[src/sv/bic_pkg.sv]
// ----------------------------------------------------------------------------
// bic_pkg
// shared widths, constants and stage types of the bicubic interpolation kernel
// ----------------------------------------------------------------------------
package bic_pkg;

    localparam int PIX_W        = 8;
    localparam int ROW_BITS     = 4 * PIX_W;
    localparam int FRAC_FIELD_W = 8;
    localparam int WEIGHT_BITS  = 12;
    localparam int WGT_W        = WEIGHT_BITS + 2;
    localparam int PROD_W       = WGT_W + PIX_W + 1;
    localparam int ROW_W        = PROD_W + 2;
    localparam int VPROD_W      = WGT_W + ROW_W;
    localparam int SUM_W        = VPROD_W + 2;

    typedef logic [3:0][ROW_BITS-1:0] rows_t;
    typedef logic [3:0][WGT_W-1:0]    wgt_vec_t;

    // weights ready, neighbourhood delayed alongside
    typedef struct packed {
        logic     valid;
        rows_t    rows;
        wgt_vec_t wx;
        wgt_vec_t wy;
    } wgt_stage_t;

    // exact filtered value in units of 2^-(2*WEIGHT_BITS)
    typedef struct packed {
        logic                    valid;
        logic signed [SUM_W-1:0] sum;
    } sum_stage_t;

endpackage

[src/sv/bic_weight_gen.sv]
// ----------------------------------------------------------------------------
// bic_weight_gen
// three-stage catmull-rom weight generator for frac_x and frac_y
// ----------------------------------------------------------------------------
module bic_weight_gen #(
    parameter int FRAC_BITS = 8
) (
    input  logic                                clk,
    input  logic                                rst_n,
    input  logic                                en,
    input  logic                                in_valid,
    input  bic_pkg::rows_t                      in_rows,
    input  logic [bic_pkg::FRAC_FIELD_W-1:0]    frac_x,
    input  logic [bic_pkg::FRAC_FIELD_W-1:0]    frac_y,
    output bic_pkg::wgt_stage_t                 wgt_out
);
    import bic_pkg::*;

    localparam int F      = FRAC_BITS;
    localparam int G_W    = F + 1;
    localparam int F2_W   = 2 * F;
    localparam int G2_W   = 2 * F + 2;
    localparam int K_W    = F + 3;
    localparam int H_W    = 2 * F + 3;
    localparam int CUBE_W = 3 * F + 2;
    localparam int W2_W   = 3 * F + 3;
    localparam int P_W    = 3 * F + 4;
    localparam int SH     = 3 * F + 1 - WEIGHT_BITS;

    localparam logic [G_W-1:0]        S_VAL = G_W'(1) << F;
    localparam logic [K_W-1:0]        K4S   = K_W'(1) << (F + 2);
    localparam logic [H_W-1:0]        S_SQ  = H_W'(1) << (2 * F);
    localparam logic signed [P_W-1:0] HALF  = P_W'(1) << (SH - 1);
    localparam logic signed [WGT_W-1:0] W_ONE = WGT_W'(1) << WEIGHT_BITS;

    // index 0: horizontal, index 1: vertical
    logic [F-1:0]   f_in [2];
    logic [G_W-1:0] g_in [2];
    logic [K_W-1:0] k_in [2];

    // stage a: f, g = 1 - f, squares and f*(4 - 3f)
    logic           a_valid_reg;
    rows_t          a_rows_reg;
    logic [F-1:0]   a_f_reg  [2];
    logic [G_W-1:0] a_g_reg  [2];
    logic [F2_W-1:0] a_f2_reg [2];
    logic [G2_W-1:0] a_g2_reg [2];
    logic [H_W-1:0] a_h_reg  [2];

    // stage b: unrounded weight numerators
    logic              b_valid_reg;
    rows_t             b_rows_reg;
    logic [H_W-1:0]    b_t      [2];
    logic [CUBE_W-1:0] b_w0m_reg [2];
    logic [CUBE_W-1:0] b_w3m_reg [2];
    logic [W2_W-1:0]   b_w2_reg  [2];

    // stage c: rounded weights
    logic signed [P_W-1:0]   r0 [2];
    logic signed [P_W-1:0]   r2 [2];
    logic signed [P_W-1:0]   r3 [2];
    logic signed [WGT_W-1:0] wn [2][4];
    logic                    c_valid_reg;
    rows_t                   c_rows_reg;
    wgt_vec_t                c_wx_reg;
    wgt_vec_t                c_wy_reg;

    always_comb
    begin
        f_in[0] = F'(frac_x);
        f_in[1] = F'(frac_y);
        for (int i = 0; i < 2; i++)
        begin
            g_in[i] = S_VAL - G_W'(f_in[i]);
            k_in[i] = K4S - (K_W'(f_in[i]) << 1) - K_W'(f_in[i]);
        end
    end

    always_comb
    begin
        for (int i = 0; i < 2; i++)
        begin
            b_t[i] = S_SQ + a_h_reg[i];
        end
    end

    always_comb
    begin
        for (int i = 0; i < 2; i++)
        begin
            r0[i] = HALF - $signed(P_W'(b_w0m_reg[i]));
            r2[i] = HALF + $signed(P_W'(b_w2_reg[i]));
            r3[i] = HALF - $signed(P_W'(b_w3m_reg[i]));
            wn[i][0] = WGT_W'(r0[i] >>> SH);
            wn[i][2] = WGT_W'(r2[i] >>> SH);
            wn[i][3] = WGT_W'(r3[i] >>> SH);
            wn[i][1] = W_ONE - wn[i][0] - wn[i][2] - wn[i][3];
        end
    end

    always_ff @(posedge clk or negedge rst_n)
    begin
        if (!rst_n)
        begin
            a_valid_reg <= 1'b0;
            b_valid_reg <= 1'b0;
            c_valid_reg <= 1'b0;
        end
        else if (en)
        begin
            a_valid_reg <= in_valid;
            b_valid_reg <= a_valid_reg;
            c_valid_reg <= b_valid_reg;
        end
    end

    always_ff @(posedge clk)
    begin
        if (en)
        begin
            a_rows_reg <= in_rows;
            b_rows_reg <= a_rows_reg;
            c_rows_reg <= b_rows_reg;
            for (int i = 0; i < 2; i++)
            begin
                a_f_reg[i]   <= f_in[i];
                a_g_reg[i]   <= g_in[i];
                a_f2_reg[i]  <= F2_W'(f_in[i]) * F2_W'(f_in[i]);
                a_g2_reg[i]  <= G2_W'(g_in[i]) * G2_W'(g_in[i]);
                a_h_reg[i]   <= H_W'(f_in[i]) * H_W'(k_in[i]);
                b_w0m_reg[i] <= CUBE_W'(a_f_reg[i]) * CUBE_W'(a_g2_reg[i]);
                b_w3m_reg[i] <= CUBE_W'(a_f2_reg[i]) * CUBE_W'(a_g_reg[i]);
                b_w2_reg[i]  <= W2_W'(a_f_reg[i]) * W2_W'(b_t[i]);
            end
            for (int c = 0; c < 4; c++)
            begin
                c_wx_reg[c] <= wn[0][c];
                c_wy_reg[c] <= wn[1][c];
            end
        end
    end

    always_comb
    begin
        wgt_out.valid = c_valid_reg;
        wgt_out.rows  = c_rows_reg;
        wgt_out.wx    = c_wx_reg;
        wgt_out.wy    = c_wy_reg;
    end

endmodule

[config.mk]
export PLATFORM = sky130hd
export DESIGN_NAME = bic_weight_gen
export DESIGN_NICKNAME = d
export VERILOG_FILES = /design/src/sv/bic_pkg.sv /design/src/sv/bic_weight_gen.sv
export SDC_FILE = /design/constraint.sdc
export NUM_CORES = 2
export LEC_CHECK = 0
export ABC_AREA = 1
export ABC_CLOCK_PERIOD_IN_PS = 12400
export BUFFER_PORTS_ARGS = -buffer_cell sky130_fd_sc_hd__clkbuf_2
export CAP_MARGIN = 0
export CORE_MARGIN = 3
export CORE_UTILIZATION = 45
export CTS_BUF_LIST = sky130_fd_sc_hd__clkbuf_4
export DETAILED_ROUTE_END_ITERATION = 12
export REMOVE_ABC_BUFFERS = 1
export SYNTH_ARGS = -nofsm -noshare
export SYNTH_HDL_FRONTEND = slang
export SYNTH_SLANG_ARGS = --single-unit
[constraint.sdc]
create_clock -name clk -period 12.4 [get_ports clk]
set_input_delay 1.24 -clock clk [delete_from_list [all_inputs] [get_ports clk]]
set_output_delay 1.24 -clock clk [all_outputs]
set_load 0.005 [all_outputs]
# Word level (Yosys, flattened, before mapping)
# Memories as Yosys holds them, arrays and structs flattened.
# Index checks and enable logic that the tools add are counted.
# Widths: inputs -> output; s select.
[op_classes] add_sub_neg=20 mul=12 div=0 n_lt_le_gt_ge=0 eq_ne=0 n_shift=0 muxes=2 bitwise=0 n_reduce_logical=0
[ops] op="$sub 13x26->27 const A" n=4
[ops] op="$sub 14x14->14" n=4
[ops] op="$add 13x27->27 const A" n=2
[ops] op="$mul 8x19->27" n=2
[ops] op="$mul 8x18->26" n=2
[ops] op="$mul 16x9->25" n=2
[ops] op="$add 17x19->19 const A" n=2
[ops] op="$mul 8x11->19" n=2
[ops] op="$mul 9x9->18" n=2
[ops] op="$mul 8x8->16" n=2
[ops] op="$sub 14x14->14 const A" n=2
[ops] op="$sub 11x8->11" n=2
[ops] op="$sub 11x9->11 const A" n=2
[ops] op="$sub 9x8->9 const A" n=2
[ops] op="$mux 1" n=2
[totals] regBits=499 latch_bits=0 ram_bits=296 mem_bits_ro=0 elab_cells=65 n_memories=8
[memory_table] memory="b_w2_reg" depth=2 word_bits=27 rd=2 rd_ports_with_merged_regs=0 wr=2 line="bic_weight_gen.sv:56" rtl="logic [W2_W-1:0] b_w2_reg [2];"
[memory_table] memory="b_w0m_reg" depth=2 word_bits=26 rd=2 rd_ports_with_merged_regs=0 wr=2 line="bic_weight_gen.sv:54" rtl="logic [CUBE_W-1:0] b_w0m_reg [2];"
[memory_table] memory="b_w3m_reg" depth=2 word_bits=25 rd=2 rd_ports_with_merged_regs=0 wr=2 line="bic_weight_gen.sv:55" rtl="logic [CUBE_W-1:0] b_w3m_reg [2];"
[memory_table] memory="a_h_reg" depth=2 word_bits=19 rd=2 rd_ports_with_merged_regs=0 wr=2 line="bic_weight_gen.sv:48" rtl="logic [H_W-1:0] a_h_reg [2];"
[memory_table] memory="a_g2_reg" depth=2 word_bits=18 rd=2 rd_ports_with_merged_regs=0 wr=2 line="bic_weight_gen.sv:47" rtl="logic [G2_W-1:0] a_g2_reg [2];"
[memory_table] memory="a_f2_reg" depth=2 word_bits=16 rd=2 rd_ports_with_merged_regs=0 wr=2 line="bic_weight_gen.sv:46" rtl="logic [F2_W-1:0] a_f2_reg [2];"
[memory_table] memory="+2 memories"

# Logic depth before layout (Yosys ltp)
# An unclocked memory read counts as a cell.
[logic_depth] depth_word=5 ltp_mapped=29

# Worst setup path after synthesis
# OpenSTA, ideal clock, no wires.
[synth_timing] path_type="in2reg" from="input frac_y[4] (netlist bit)" to="memory a_h_reg[0][37] (netlist bit) (data pin)" setup_time_ps=268 t_arrival_ps=6745 required_time_ps=12132 path_slack_ps=5387 stages=24 path_buffers=2 cell_sequence="clkbuf_1 inv_1 clkbuf_1 ha_1 ha_1 a21oi_1 o21a_4 o21ai_4 a21oi_1 o21ai_0 ha_1 nor2_1 fa_1 fa_1 fa_1 inv_1 fa_1 inv_1 ha_1 a21o_1 a21boi_0 nand3_1 a211oi_1 xor2_1"
[synth_lines] item="start: declaration" line="bic_weight_gen.sv:14" rtl="input logic [bic_pkg::FRAC_FIELD_W-1:0] frac_y,"
[synth_lines] item="end: declaration" line="bic_weight_gen.sv:48"

==> impl_metrics.py <==
metrics = {
    "yosys": {
        "ys_ff_latch": 753,
        "synthCells": 6896,
        "ys_types": 62,
        "yosys_warnings": 0,
        "netlist_area_um2": 67300,
        "syn_area_per_cell_um2": 9.76,
        "yosysSeqAreaShare_pct": 33.6,
    },
    "placed_design": {
        "hpwl_um": 124000,
        "placed_cell_area_um2": 71000,
        "portBuffers": 388,
        "gp_congestion": 0.874,
        "numPlacedInstances": 9044,
    },
    "timing": {
        "fmax_mhz": 150,
        "tightest_slew_ns": 1.06,
        "relSlewSlack_pct": 29.6,
        "finalSetupTns_ns": 0,
        "hold_violations": 0,
        "finClkSkew_ns": 0.0978,
        "period_minus_slack_ns": 6.68,
        "fin_crit_sh_pct": 53.9,
        "maxSlewViolCount": 0,
        "rsz0062_at_grt": "false",
        "setup_viol": 0,
    },
    "worst_hold_path": {
        "hold_class": "in -> reg",
    },
    "drt": {
        "post_drt_wl_per_cell_um": 16.6,
        "via_per_inst": 4.92,
        "ant_nets": 0,
        "vias": 46244,
        "drtIter0Drc": 2809,
        "routed_wl_um": 156000,
        "drc": 0,
        "firstDrtPassIters": 7,
    },
    "clock_tree": {
        "clock-root-buffer": "clkbuf_4",
        "h-tree-depth": 4,
        "path_clk_slew_ns": 0.07,
        "cts_tree": "built",
        "clk_latency_ns": 1.22,
        "cts_made_buffers": 193,
        "clock_path_buffers": 3,
        "cts.repair.resized": 0,
        "clkSinkCount": 753,
    },
    "global_routing": {
        "gr-usage-all-layers_pct": 20.7,
        "grt-ovfl-total": 0,
        "grt_pass1_vias": 48111,
        "grt_max_degree": 180,
        "antenna_found_initial": 11,
        "grt_pass1_wl_um": 254000,
    },
    "final_layout": {
        "layout_common_cells": "inv_1, nand2_1, fa_1, edfxtp_1, ha_1",
        "fin_cells": 9404,
        "fin_area_um2": 73700,
        "largest_reg_flops": 240,
        "fillers": 13645,
        "drive_above_1_share_pct": 10.4,
        "syn_to_final_growth_pct": 9.55,
        "final_common_cell": "inv_1",
        "layout.nets": 8870,
    },
    "critical_path": {
        "end_kind": "flip-flop",
        "cp.required_ns": 13.29,
        "worstSetupStartpointType": "input pin",
        "crit_type": "in -> reg",
        "arrival_ns": 7.57,
        "crit_fanout": 16,
    },
    "floorplan": {
        "die_w_um": 393,
        "fp.coreArea_um2": 148000,
        "start_util_pct": 45.4,
        "die_h_um": 393,
        "rows": 141,
        "io_pins": 389,
        "die-area_um2": 154000,
    },
    "flow_run": {
        "maxCapViolCount": 0,
    },
    "outcome": {
        "status": "completed",
    },
}
per-layer routing:
layer  global-route usage, %  part of all wire (%)  vias up
li1                        -                     -    22250
met3                    3.98                   6.7      165
met2                    32.9                    45     1256
met1                    29.3                    46    22567
met5                       0                 0.030        -
met4                    4.92                   1.6        6
synth_stat cells, drive strengths merged:
master / number / area share (%)
inv: 1586 / 8.9
nor3: 48 / 0.38
nor2: 448 / 2.5
o21ai: 142 / 1.1
ha: 604 / 11
clkinv: 8 / 0.045
o21a: 8 / 0.10
o41ai: 1 / 0.013
o22ai: 1 / 0.0093
dfrtp: 3 / 0.11
nand3b: 7 / 0.097
o2111ai: 2 / 0.026
mux2: 1 / 0.017
nand4: 46 / 0.43
and2: 4 / 0.037
or2: 17 / 0.16
xor2: 206 / 2.8
xnor2: 80 / 1.0
fa: 808 / 24
buf: 15 / 0.16
o311ai: 2 / 0.052
o221ai: 2 / 0.026
o21bai: 20 / 0.22
nor4: 23 / 0.21
a21boi: 25 / 0.28
a21o: 20 / 0.22
nand2: 1401 / 7.9
a21oi: 240 / 1.8
o31ai: 4 / 0.045
clkbuf: 190 / 1.1
a221oi: 3 / 0.039
a31oi: 20 / 0.19
o211ai: 4 / 0.045
nand3: 147 / 1.1
conb: 2 / 0.011
a211oi: 8 / 0.089
edfxtp: 750 / 33
worst max-delay path, cell delays in order:
cell,delay [ns]
clkbuf_2,0.38
clkinv_1,0.51
ha_1,0.45
ha_1,0.36
nand2_2,0.07
o21a_4,0.21
o21ai_4,0.19
a21oi_1,0.10
o21ai_0,0.17
ha_1,0.33
nor2_1,0.19
fa_1,0.46
fa_1,0.50
fa_1,0.49
inv_1,0.05
fa_1,0.47
inv_1,0.04
ha_1,0.34
a21o_1,0.21
a21boi_0,0.18
nand3_1,0.21
a211oi_1,0.29
xor2_1,0.10
stage by stage:
| step | utilization, % | setup slack (ns) | hold slack (ns) |
|---|---|---|---|
| global placement | 47.9 | 4.70 | 0.400 |
| finish | 49.7 | 5.72 | 0.205 |
| floorplan | - | 5.77 | 0.400 |
| detailed placement | 47.9 | 4.59 | 0.405 |
| CTS | 49.7 | 5.89 | 0.0385 |
| global route | 49.7 | 5.44 | 0.0384 |
cells by family after synthesis:
group | after synthesis | share of synthesized area [%]
simple gates | 2141 | 12.8
flops | 753 | 33.6
buf+inv | 1799 | 10.2
compound gates | 502 | 4.28
other cells | 2 | 0.0112
fa+ha+maj | 1412 | 35.3
xor+xnor | 286 | 3.82
mux | 1 | 0.0167
cell type report:
cell class / instances / area, um2 / share of cell area, %
diodes: 15 / 37.5 / 0.0509
clock inverters: 71 / 586 / 0.794
multi-input cells: 4356 / 37900 / 51.4
clock buffers: 273 / 2050 / 2.78
repair buffers: 412 / 2160 / 2.93
inverters: 1594 / 5990 / 8.13
well taps: 1930 / 2410 / 3.28
flip-flops and latches: 753 / 22600 / 30.7
repair_timing:
| item | 4_1_cts | 5_1_grt |
|---|---|---|
| hold buffers | 1 | 0 |
| endpoints found under the hold margin | 3 | 0 |
| buffers inserted | 0 | 0 |
worst paths after layout:
kind	startpoint	endpoint	slack [ns]	cells after the start
worst max-delay path	frac_y[2]	a_h_reg[0][37]	5.72	23
worst min-delay path	in_rows[43]	a_rows_reg[43]	0.21	1
worst max register to register	a_f2_reg[0][0]	b_w3m_reg[0][20]	6.86	17
worst min register to register	a_rows_reg[127]	b_rows_reg[127]	0.38	0
max in group asynchronous	rst_n	b_valid_reg	11.88	2
min in group asynchronous	rst_n	a_valid_reg	0.41	2
Power is not shown: default switching activity piles up to over one toggle a cycle in this logic, so the estimate is an artifact.
